==> config.mk <==
export PLATFORM = sky130hd
export DESIGN_NAME = checksummed_line_verifier
export DESIGN_NICKNAME = d
export VERILOG_FILES = /design/src/hw/rtl/clv_pkg.sv /design/src/hw/rtl/checksummed_line_verifier.sv
export SDC_FILE = /design/constraint.sdc
export NUM_CORES = 1
export LEC_CHECK = 0
export BUFFER_PORTS_ARGS = -buffer_cell sky130_fd_sc_hd__buf_2
export CAP_MARGIN = 20
export CORE_UTILIZATION = 40
export CTS_CLUSTER_DIAMETER = 120
export CTS_CLUSTER_SIZE = 30
export DETAILED_ROUTE_END_ITERATION = 10
export GPL_ROUTABILITY_DRIVEN = 0
export GPL_TIMING_DRIVEN = 1
export SLEW_MARGIN = 30
export SYNTH_ARGS = -nofsm -noshare
export SYNTH_HDL_FRONTEND = slang
export SYNTH_SLANG_ARGS = --single-unit
==> constraint.sdc <==
create_clock -name i_clk -period 16 [get_ports i_clk]
set_input_delay 3.2 -clock i_clk [delete_from_list [all_inputs] [get_ports i_clk]]
set_output_delay 3.2 -clock i_clk [all_outputs]
set_load 0.1 [all_outputs]
==> src/hw/rtl/clv_pkg.sv <==
// ----------------------------------------------------------------------------
// clv_pkg
// Shared types, codes and constants of the checksummed line verifier.
// ----------------------------------------------------------------------------
package clv_pkg;

    // Default chunk bound: a chunk holds at most LINE_CAP_DEF - 1 bytes, newline excluded.
    localparam int LINE_CAP_DEF = 1024;

    // FNV-1a 32-bit constants.
    localparam logic [31:0] FNV_OFFSET = 32'd2166136261;
    localparam logic [31:0] FNV_PRIME  = 32'd16777619;

    // Characters that steer the framing and the field parser.
    localparam logic [7:0] CH_NL    = 8'h0A;
    localparam logic [7:0] CH_TAB   = 8'h09;
    localparam logic [7:0] CH_HASH  = 8'h23;
    localparam logic [7:0] CH_SPACE = 8'h20;
    localparam logic [7:0] CH_VT    = 8'h0B;
    localparam logic [7:0] CH_FF    = 8'h0C;
    localparam logic [7:0] CH_CR    = 8'h0D;
    localparam logic [7:0] CH_PLUS  = 8'h2B;
    localparam logic [7:0] CH_MINUS = 8'h2D;
    localparam logic [7:0] CH_ZERO  = 8'h30;
    localparam logic [7:0] CH_LOW_X = 8'h78;
    localparam logic [7:0] CH_UP_X  = 8'h58;

    // Digit value reported for a byte that is not a hex digit.
    localparam logic [4:0] NOT_HEX = 5'd16;

    // Phase of the checksum field parser.
    typedef enum logic [2:0] {
        PH_LEAD   = 3'd0,
        PH_SIGN   = 3'd1,
        PH_ZERO   = 3'd2,
        PH_PREFIX = 3'd3,
        PH_DIGITS = 3'd4,
        PH_FAIL   = 3'd7
    } t_phase;

    // Verdict of a closed chunk.
    typedef enum logic [1:0] {
        V_VALID   = 2'd0,
        V_INVALID = 2'd1,
        V_SKIP    = 2'd2
    } t_verdict;

    // Value of a hex digit character, or NOT_HEX.
    function automatic logic [4:0] hex_value(input logic [7:0] c);
        logic [4:0] d;
        d = NOT_HEX;
        if (c >= 8'h30 && c <= 8'h39) begin
            d = 5'(c - 8'h30);
        end else if (c >= 8'h61 && c <= 8'h66) begin
            d = 5'(c - 8'h57);
        end else if (c >= 8'h41 && c <= 8'h46) begin
            d = 5'(c - 8'h37);
        end
        return d;
    endfunction

endpackage

==> src/hw/rtl/checksummed_line_verifier.sv <==
// ----------------------------------------------------------------------------
// checksummed_line_verifier
// Splits a byte stream into lines, hashes the text before the last tab with
// FNV-1a-32 and checks it against the hex checksum field after that tab.
// ----------------------------------------------------------------------------
// A beat is held in the input register; the working stage then loads a closed
// chunk's verdict into the result register. Throughput: one byte per cycle while
// no closing byte waits for room in the result register; the hash update (xor
// and constant multiply) and the field parser are combinational.
// Reset (synchronous, active low) clears the counters, the chunk state and
// the valid flags of both pipeline registers.
module checksummed_line_verifier #(
    parameter int LINE_CAP = clv_pkg::LINE_CAP_DEF
) (
    input  logic                      i_clk,
    input  logic                      i_rst_n,
    // Input channel.
    input  logic                      i_in_valid,
    output logic                      o_in_ready,
    input  logic [7:0]                i_data_byte,
    input  logic                      i_end_of_stream,
    // Result channel.
    output logic                      o_out_valid,
    input  logic                      i_out_ready,
    output clv_pkg::t_verdict         o_verdict,
    output logic [31:0]               o_valid_count,
    output logic [31:0]               o_invalid_count,
    output logic [31:0]               o_computed_hash,
    output logic [31:0]               o_stored_value
);
    import clv_pkg::*;

    localparam int LEN_W = (LINE_CAP > 2) ? $clog2(LINE_CAP) : 1;
    localparam logic [LEN_W-1:0] LEN_LAST = LEN_W'(LINE_CAP - 1);

    // Input register.
    logic             r_in_valid;
    logic [7:0]       r_in_byte;
    logic             r_in_eos;

    // Chunk state.
    logic [31:0]      r_hash, n_hash;
    logic [31:0]      r_hash_tab, n_hash_tab;
    logic             r_tab_seen, n_tab_seen;
    t_phase           r_phase, n_phase;
    logic             r_neg, n_neg;
    logic [63:0]      r_parsed, n_parsed;
    logic             r_ovf, n_ovf;
    logic [LEN_W-1:0] r_len, n_len;
    logic             r_comment, n_comment;
    logic [31:0]      r_good, n_good;
    logic [31:0]      r_bad, n_bad;

    // Result register.
    logic             r_out_valid;
    t_verdict         r_verdict, n_verdict;
    logic [31:0]      r_out_hash, n_out_hash;
    logic [31:0]      r_out_stored, n_out_stored;

    // Per-byte helpers.
    logic             w_emit;
    logic             w_advance;
    logic             w_out_free;
    logic [4:0]       w_digit;
    logic             w_is_digit;
    logic [31:0]      w_mix;
    logic [31:0]      w_hash_step;
    logic [31:0]      w_stored;
    t_phase           w_phase_step;
    logic             w_neg_step;
    logic             w_add;
    logic [63:0]      w_parsed_step;
    logic             w_ovf_step;
    logic [LEN_W-1:0] w_len_inc;

    // Handshake: the working stage moves when its result, if any, has room.
    assign w_out_free = !r_out_valid || i_out_ready;
    assign w_advance  = r_in_valid && (!w_emit || w_out_free);
    assign o_in_ready = !r_in_valid || w_advance;

    always_ff @(posedge i_clk) begin
        if (!i_rst_n) begin
            r_in_valid <= 1'b0;
        end else if (o_in_ready) begin
            r_in_valid <= i_in_valid;
        end
    end

    always_ff @(posedge i_clk) begin
        if (o_in_ready && i_in_valid) begin
            r_in_byte <= i_data_byte;
            r_in_eos  <= i_end_of_stream;
        end
    end

    // FNV-1a step on the current byte.
    assign w_mix       = r_hash ^ {24'd0, r_in_byte};
    assign w_hash_step = w_mix * FNV_PRIME;
    assign w_len_inc   = r_len + LEN_W'(1);

    // Field parser: next phase, sign and digit accumulation for one byte.
    assign w_digit    = hex_value(r_in_byte);
    assign w_is_digit = !w_digit[4];

    always_comb begin
        w_phase_step = r_phase;
        w_neg_step   = r_neg;
        w_add        = 1'b0;
        case (r_phase)
            PH_LEAD: begin
                if (r_in_byte inside {CH_SPACE, CH_VT, CH_FF, CH_CR}) begin
                    w_phase_step = PH_LEAD;
                end else if (r_in_byte inside {CH_PLUS, CH_MINUS}) begin
                    w_neg_step   = (r_in_byte == CH_MINUS);
                    w_phase_step = PH_SIGN;
                end else if (r_in_byte == CH_ZERO) begin
                    w_phase_step = PH_ZERO;
                end else if (w_is_digit) begin
                    w_add        = 1'b1;
                    w_phase_step = PH_DIGITS;
                end else begin
                    w_phase_step = PH_FAIL;
                end
            end
            PH_SIGN: begin
                if (r_in_byte == CH_ZERO) begin
                    w_phase_step = PH_ZERO;
                end else if (w_is_digit) begin
                    w_add        = 1'b1;
                    w_phase_step = PH_DIGITS;
                end else begin
                    w_phase_step = PH_FAIL;
                end
            end
            PH_ZERO: begin
                if (r_in_byte inside {CH_LOW_X, CH_UP_X}) begin
                    w_phase_step = PH_PREFIX;
                end else if (w_is_digit) begin
                    w_add        = 1'b1;
                    w_phase_step = PH_DIGITS;
                end else begin
                    w_phase_step = PH_FAIL;
                end
            end
            PH_PREFIX, PH_DIGITS: begin
                if (w_is_digit) begin
                    w_add        = 1'b1;
                    w_phase_step = PH_DIGITS;
                end else begin
                    w_phase_step = PH_FAIL;
                end
            end
            default: begin
                w_phase_step = PH_FAIL;
            end
        endcase
    end

    // Digit accumulation; a value that would pass 64 bits saturates.
    always_comb begin
        w_parsed_step = r_parsed;
        w_ovf_step    = r_ovf;
        if (w_add && !r_ovf) begin
            if (r_parsed[63:60] != 4'd0) begin
                w_ovf_step = 1'b1;
            end else begin
                w_parsed_step = {r_parsed[59:0], w_digit[3:0]};
            end
        end
    end

    // Checksum field value as stored: saturated, negated or plain.
    always_comb begin
        if (r_ovf) begin
            w_stored = '1;
        end else if (r_neg) begin
            w_stored = 32'd0 - r_parsed[31:0];
        end else begin
            w_stored = r_parsed[31:0];
        end
    end

    // Chunk framing, verdict and next chunk state.
    always_comb begin
        n_hash       = r_hash;
        n_hash_tab   = r_hash_tab;
        n_tab_seen   = r_tab_seen;
        n_phase      = r_phase;
        n_neg        = r_neg;
        n_parsed     = r_parsed;
        n_ovf        = r_ovf;
        n_len        = r_len;
        n_comment    = r_comment;
        n_good       = r_good;
        n_bad        = r_bad;
        w_emit       = 1'b0;
        n_verdict    = V_INVALID;
        n_out_hash   = 32'd0;
        n_out_stored = 32'd0;

        if (r_in_eos) begin
            w_emit = (r_len != '0);
        end else if (r_in_byte == CH_NL) begin
            w_emit = 1'b1;
            if (r_len == '0 || r_comment) begin
                n_verdict = V_SKIP;
            end else if (!r_tab_seen) begin
                n_verdict = V_INVALID;
            end else if (!(r_phase inside {PH_ZERO, PH_DIGITS})) begin
                n_out_hash = r_hash_tab;
            end else begin
                n_out_hash   = r_hash_tab;
                n_out_stored = w_stored;
                n_verdict    = (w_stored == r_hash_tab) ? V_VALID : V_INVALID;
            end
        end else begin
            if (r_len == '0 && r_in_byte == CH_HASH) begin
                n_comment = 1'b1;
            end
            if (r_in_byte == CH_TAB) begin
                n_hash_tab = r_hash;
                n_tab_seen = 1'b1;
                n_phase    = PH_LEAD;
                n_neg      = 1'b0;
                n_parsed   = 64'd0;
                n_ovf      = 1'b0;
            end else begin
                n_phase  = w_phase_step;
                n_neg    = w_neg_step;
                n_parsed = w_parsed_step;
                n_ovf    = w_ovf_step;
            end
            n_hash = w_hash_step;
            n_len  = w_len_inc;
            // A full chunk without a newline closes as invalid.
            w_emit = (w_len_inc == LEN_LAST);
        end

        // A closed chunk (or a bare end of stream) restarts the chunk state.
        if (w_emit || r_in_eos) begin
            n_hash     = FNV_OFFSET;
            n_hash_tab = 32'd0;
            n_tab_seen = 1'b0;
            n_phase    = PH_LEAD;
            n_neg      = 1'b0;
            n_parsed   = 64'd0;
            n_ovf      = 1'b0;
            n_len      = '0;
            n_comment  = 1'b0;
        end
        if (w_emit && n_verdict == V_VALID && r_good != '1) begin
            n_good = r_good + 32'd1;
        end
        if (w_emit && n_verdict == V_INVALID && r_bad != '1) begin
            n_bad = r_bad + 32'd1;
        end
    end

    // Chunk state registers.
    always_ff @(posedge i_clk) begin
        if (!i_rst_n) begin
            r_hash     <= FNV_OFFSET;
            r_hash_tab <= 32'd0;
            r_tab_seen <= 1'b0;
            r_phase    <= PH_LEAD;
            r_neg      <= 1'b0;
            r_parsed   <= 64'd0;
            r_ovf      <= 1'b0;
            r_len      <= '0;
            r_comment  <= 1'b0;
            r_good     <= 32'd0;
            r_bad      <= 32'd0;
        end else if (w_advance) begin
            r_hash     <= n_hash;
            r_hash_tab <= n_hash_tab;
            r_tab_seen <= n_tab_seen;
            r_phase    <= n_phase;
            r_neg      <= n_neg;
            r_parsed   <= n_parsed;
            r_ovf      <= n_ovf;
            r_len      <= n_len;
            r_comment  <= n_comment;
            r_good     <= n_good;
            r_bad      <= n_bad;
        end
    end

    // Result register.
    always_ff @(posedge i_clk) begin
        if (!i_rst_n) begin
            r_out_valid <= 1'b0;
        end else if (w_advance && w_emit) begin
            r_out_valid <= 1'b1;
        end else if (i_out_ready) begin
            r_out_valid <= 1'b0;
        end
    end

    always_ff @(posedge i_clk) begin
        if (w_advance && w_emit) begin
            r_verdict    <= n_verdict;
            r_out_hash   <= n_out_hash;
            r_out_stored <= n_out_stored;
        end
    end

    // Counters on the result beat are the totals including that chunk, which
    // the state registers hold until the next result is loaded.
    assign o_out_valid     = r_out_valid;
    assign o_verdict       = r_verdict;
    assign o_valid_count   = r_good;
    assign o_invalid_count = r_bad;
    assign o_computed_hash = r_out_hash;
    assign o_stored_value  = r_out_stored;

endmodule
==> impl_metrics.tcl <==
set metrics [dict create \
    area_growth_syn_to_layout_pct 8.67 \
    remaining_drc_errors 0 \
    hold_path_class "reg -> reg" \
    core_area_um2 48100 \
    yosys_warnings 0 \
    clkPwrFrac_pct 8.7 \
    rr_endpoint "r_hash[31]$_SDFFE_PN1P_" \
    synth.distinct_cells 91 \
    clk_pin_slew_ns 0.11 \
    swShare_pct 49.3 \
    clock-sinks 286 \
    final-setup-viol-count 0 \
    synth_edf_count 75 \
    crit_family "buffers and inverters" \
    place_inst 2850 \
    cp.arrival_ns 4.15 \
    grt_pass1_vias 15462 \
    die_w_um 224 \
    skew_ns 0.0311 \
    period_share_pct 45.9 \
    clock.fmax_ghz 0.136 \
    critPathCaptureType "output pin" \
    min_period_ns 7.35 \
    reg2reg_from "r_in_byte[2]$_DFFE_PP_" \
    worstPathMaxFanout 6 \
    yosys_register_bits 286 \
    synth_most_common_cell "inv_1" \
    std_cell_rows 80 \
    final_nets 2493 \
    ys_seq_area_share_pct 32.9 \
    syn_area_um2 19700 \
    post-place-ws_ns 8.66 \
    powerDensity_nw_per_um2 232 \
    avgSynthCellArea_um2 9.11 \
    cts_tree "yes" \
    instances_no_fill 2874 \
    drt_first_pass_iters 5 \
    synth_area_leader_cell "dfxtp_1" \
    portBuffers 144 \
    synth_flop_cell "dfxtp_1" \
    whs_path_depth 2 \
    wirelength_mm 54.0 \
    internal_power_uw 2520 \
    ios 145 \
    drt_iter0_drc 1421 \
    cts_max_path_buffers 3 \
    path_common_cell "buf_2" \
    finalHoldViolCount 0 \
    path_cells "buf_2, nand2b_1, nor2_1, inv_1, buf_2" \
    cts_buffers 14 \
    cts_resized 0 \
    setup_ws_ns 8.65 \
    run_status "complete, no violations" \
    grt_pass1_wl_mm 86.3 \
    p_switching_uw 2450 \
    reg2reg_depth 21 \
    synth_nets 2446 \
    r2r_slack_ns 9.27 \
    hold_end "r_parsed[61]$_SDFFE_PN0P_" \
    ys_async_sr_fraction_pct 0 \
    grt_max_degree 78 \
    cts_max_level 1 \
    die_h_um 224 \
    hpwl_mm 39.9 \
    start_util_pct 40.9 \
    cts_root_buf "clkbuf_16" \
    wire_per_inst_um 18.8 \
    antenna_found_initial 5 \
    crit_slowest_cell "buf_2" \
    min_from "r_parsed[61]$_SDFFE_PN0P_" \
    drtAntennaViolNets 0 \
    grt_usage_pct 21.3 \
    avgViaCountPerCell 5.70 \
    slew_headroom_pct 29.1 \
    synth_area_leaders "dfxtp_1, ha_1, edfxtp_1" \
    dieArea_um2 50200 \
    vias 16369 \
    grt_overflow 0 \
    postCtsSetupRepairBufs 0 \
    power.leakage_uw 0.00901 \
    worst_pin_slew_ns 1.05 \
    syn-instance-count 2163 \
    crit_buf_inv 3 \
    fillers 4683 \
    clock_latency_ns 0.53 \
    synth_common_cells "inv_1, dfxtp_1, ha_1" \
    combinationalPowerShare_pct 75.1 \
    drive_above_1_share_pct 10.7 \
    cap_violations 0 \
    cp_slowest_stage_delay_ns 0.41 \
    required_ns 12.80 \
    ir_drop_uv 218 \
    start_kind "input port" \
    path_class "in -> out" \
    finalSetupTns_ns 0 \
    drv_slew 0 \
    synth_top_area_share_pct 21.4 \
    seq_power_share_pct 16.2 \
    rsz0062_at_grt "false" \
    hold_buffers 0 \
]
-- power by group through the flow --
stage	Clock, µW	Combinational (µW)	Sequential [µW]
final	431	3730	806
after global placement	0	3630	823
after global routing	468	4330	810
after floorplan	0	2950	820
after detailed placement	0	3690	824
after CTS	445	3730	807
-- stage by stage --
stage	power (µW)	util [%]	cell area (µm²)	hold WS, ns
after floorplan	3770	-	19700	0.441
after global placement	4450	43.4	20900	0.447
after detailed placement	4510	43.5	20900	0.453
after CTS	4980	44.4	21400	0.477
after global routing	5610	44.5	21400	0.500
final	4970	44.5	21400	0.476
-- area by class of cell --
class                           instances  area (µm²)  share of cell area, %
Antenna cell                            1        2.50                 0.0117
Clock buffer                           19         390                   1.82
Clock inverter                          4        57.6                  0.269
Inverter                              229         860                   4.01
Multi-Input combinational cell       1518       11900                   55.8
Sequential cell                       286        6480                   30.3
Tap cell                              656         821                   3.83
Timing Repair Buffer                  161         863                   4.03
-- worst min-delay path, stage by stage (launching register included) --
cell and delay, ns:
dfxtp_1 0.33, nand2_1 0.05, o22ai_1 0.06
-- placed cells by master, fill, tap and decap left out, drive strengths merged, types with 35 or more instances in the layout --
cell type | synthesis | layout
fa | 74 | 74
o21ai | 64 | 64
and2 | 38 | 38
dfxtp | 211 | 211
buf | 25 | 161
edfxtp | 75 | 75
o22ai | 35 | 35
a21oi | 120 | 120
a22o | 57 | 57
xor2 | 36 | 36
nand2 | 144 | 144
nand3 | 61 | 61
xnor2 | 59 | 59
nor2 | 119 | 119
nand4 | 35 | 35
ha | 196 | 196
nor3 | 48 | 48
inv | 228 | 230
-- kinds of logic after synthesis --
logic type	count (synthesis)	synth area share, %
flops	286	32.9
fa+ha+maj	270	20.0
xor+xnor	96	4.34
mux	28	1.44
compound gates	462	16.1
buf+inv	359	6.96
simple gates	662	18.4
-- metal layers --
| layer | global-route usage (%) | share of wire (%) |
|---|---|---|
| met1 | 30.6 | 47 |
| met2 | 34.0 | 45 |
| met3 | 2.53 | 5.7 |
| met4 | 5.32 | 2.2 |
| met5 | 0 | 0.094 |
-- state kept, by name, indices dropped and copies added, names as in the netlist --
register         cells
o_computed_hash     32
o_invalid_count     32
o_out_valid          1
o_stored_value      32
o_valid_count       32
o_verdict            2
r_comment            1
r_hash              32
r_hash_tab          32
r_in_byte            8
r_in_eos             1
r_in_valid           1
r_len               10
r_neg                1
r_ovf                1
r_parsed            64
r_phase              3
r_tab_seen           1
-- worst max-delay path by stage --
stage / from / slack, ns / cells past startpoint / to
6_report: i_out_ready / 8.65 / 5 / o_in_ready
5_1_grt: i_out_ready / 8.57 / 5 / o_in_ready
4_1_cts: i_out_ready / 8.65 / 5 / o_in_ready
3_5_place_dp: i_out_ready / 8.66 / 5 / o_in_ready
3_3_place_gp: i_out_ready / 8.65 / 5 / o_in_ready
2_1_floorplan: i_out_ready / 8.74 / 3 / o_in_ready
Note: power is estimated with default switching activity, not from simulation.
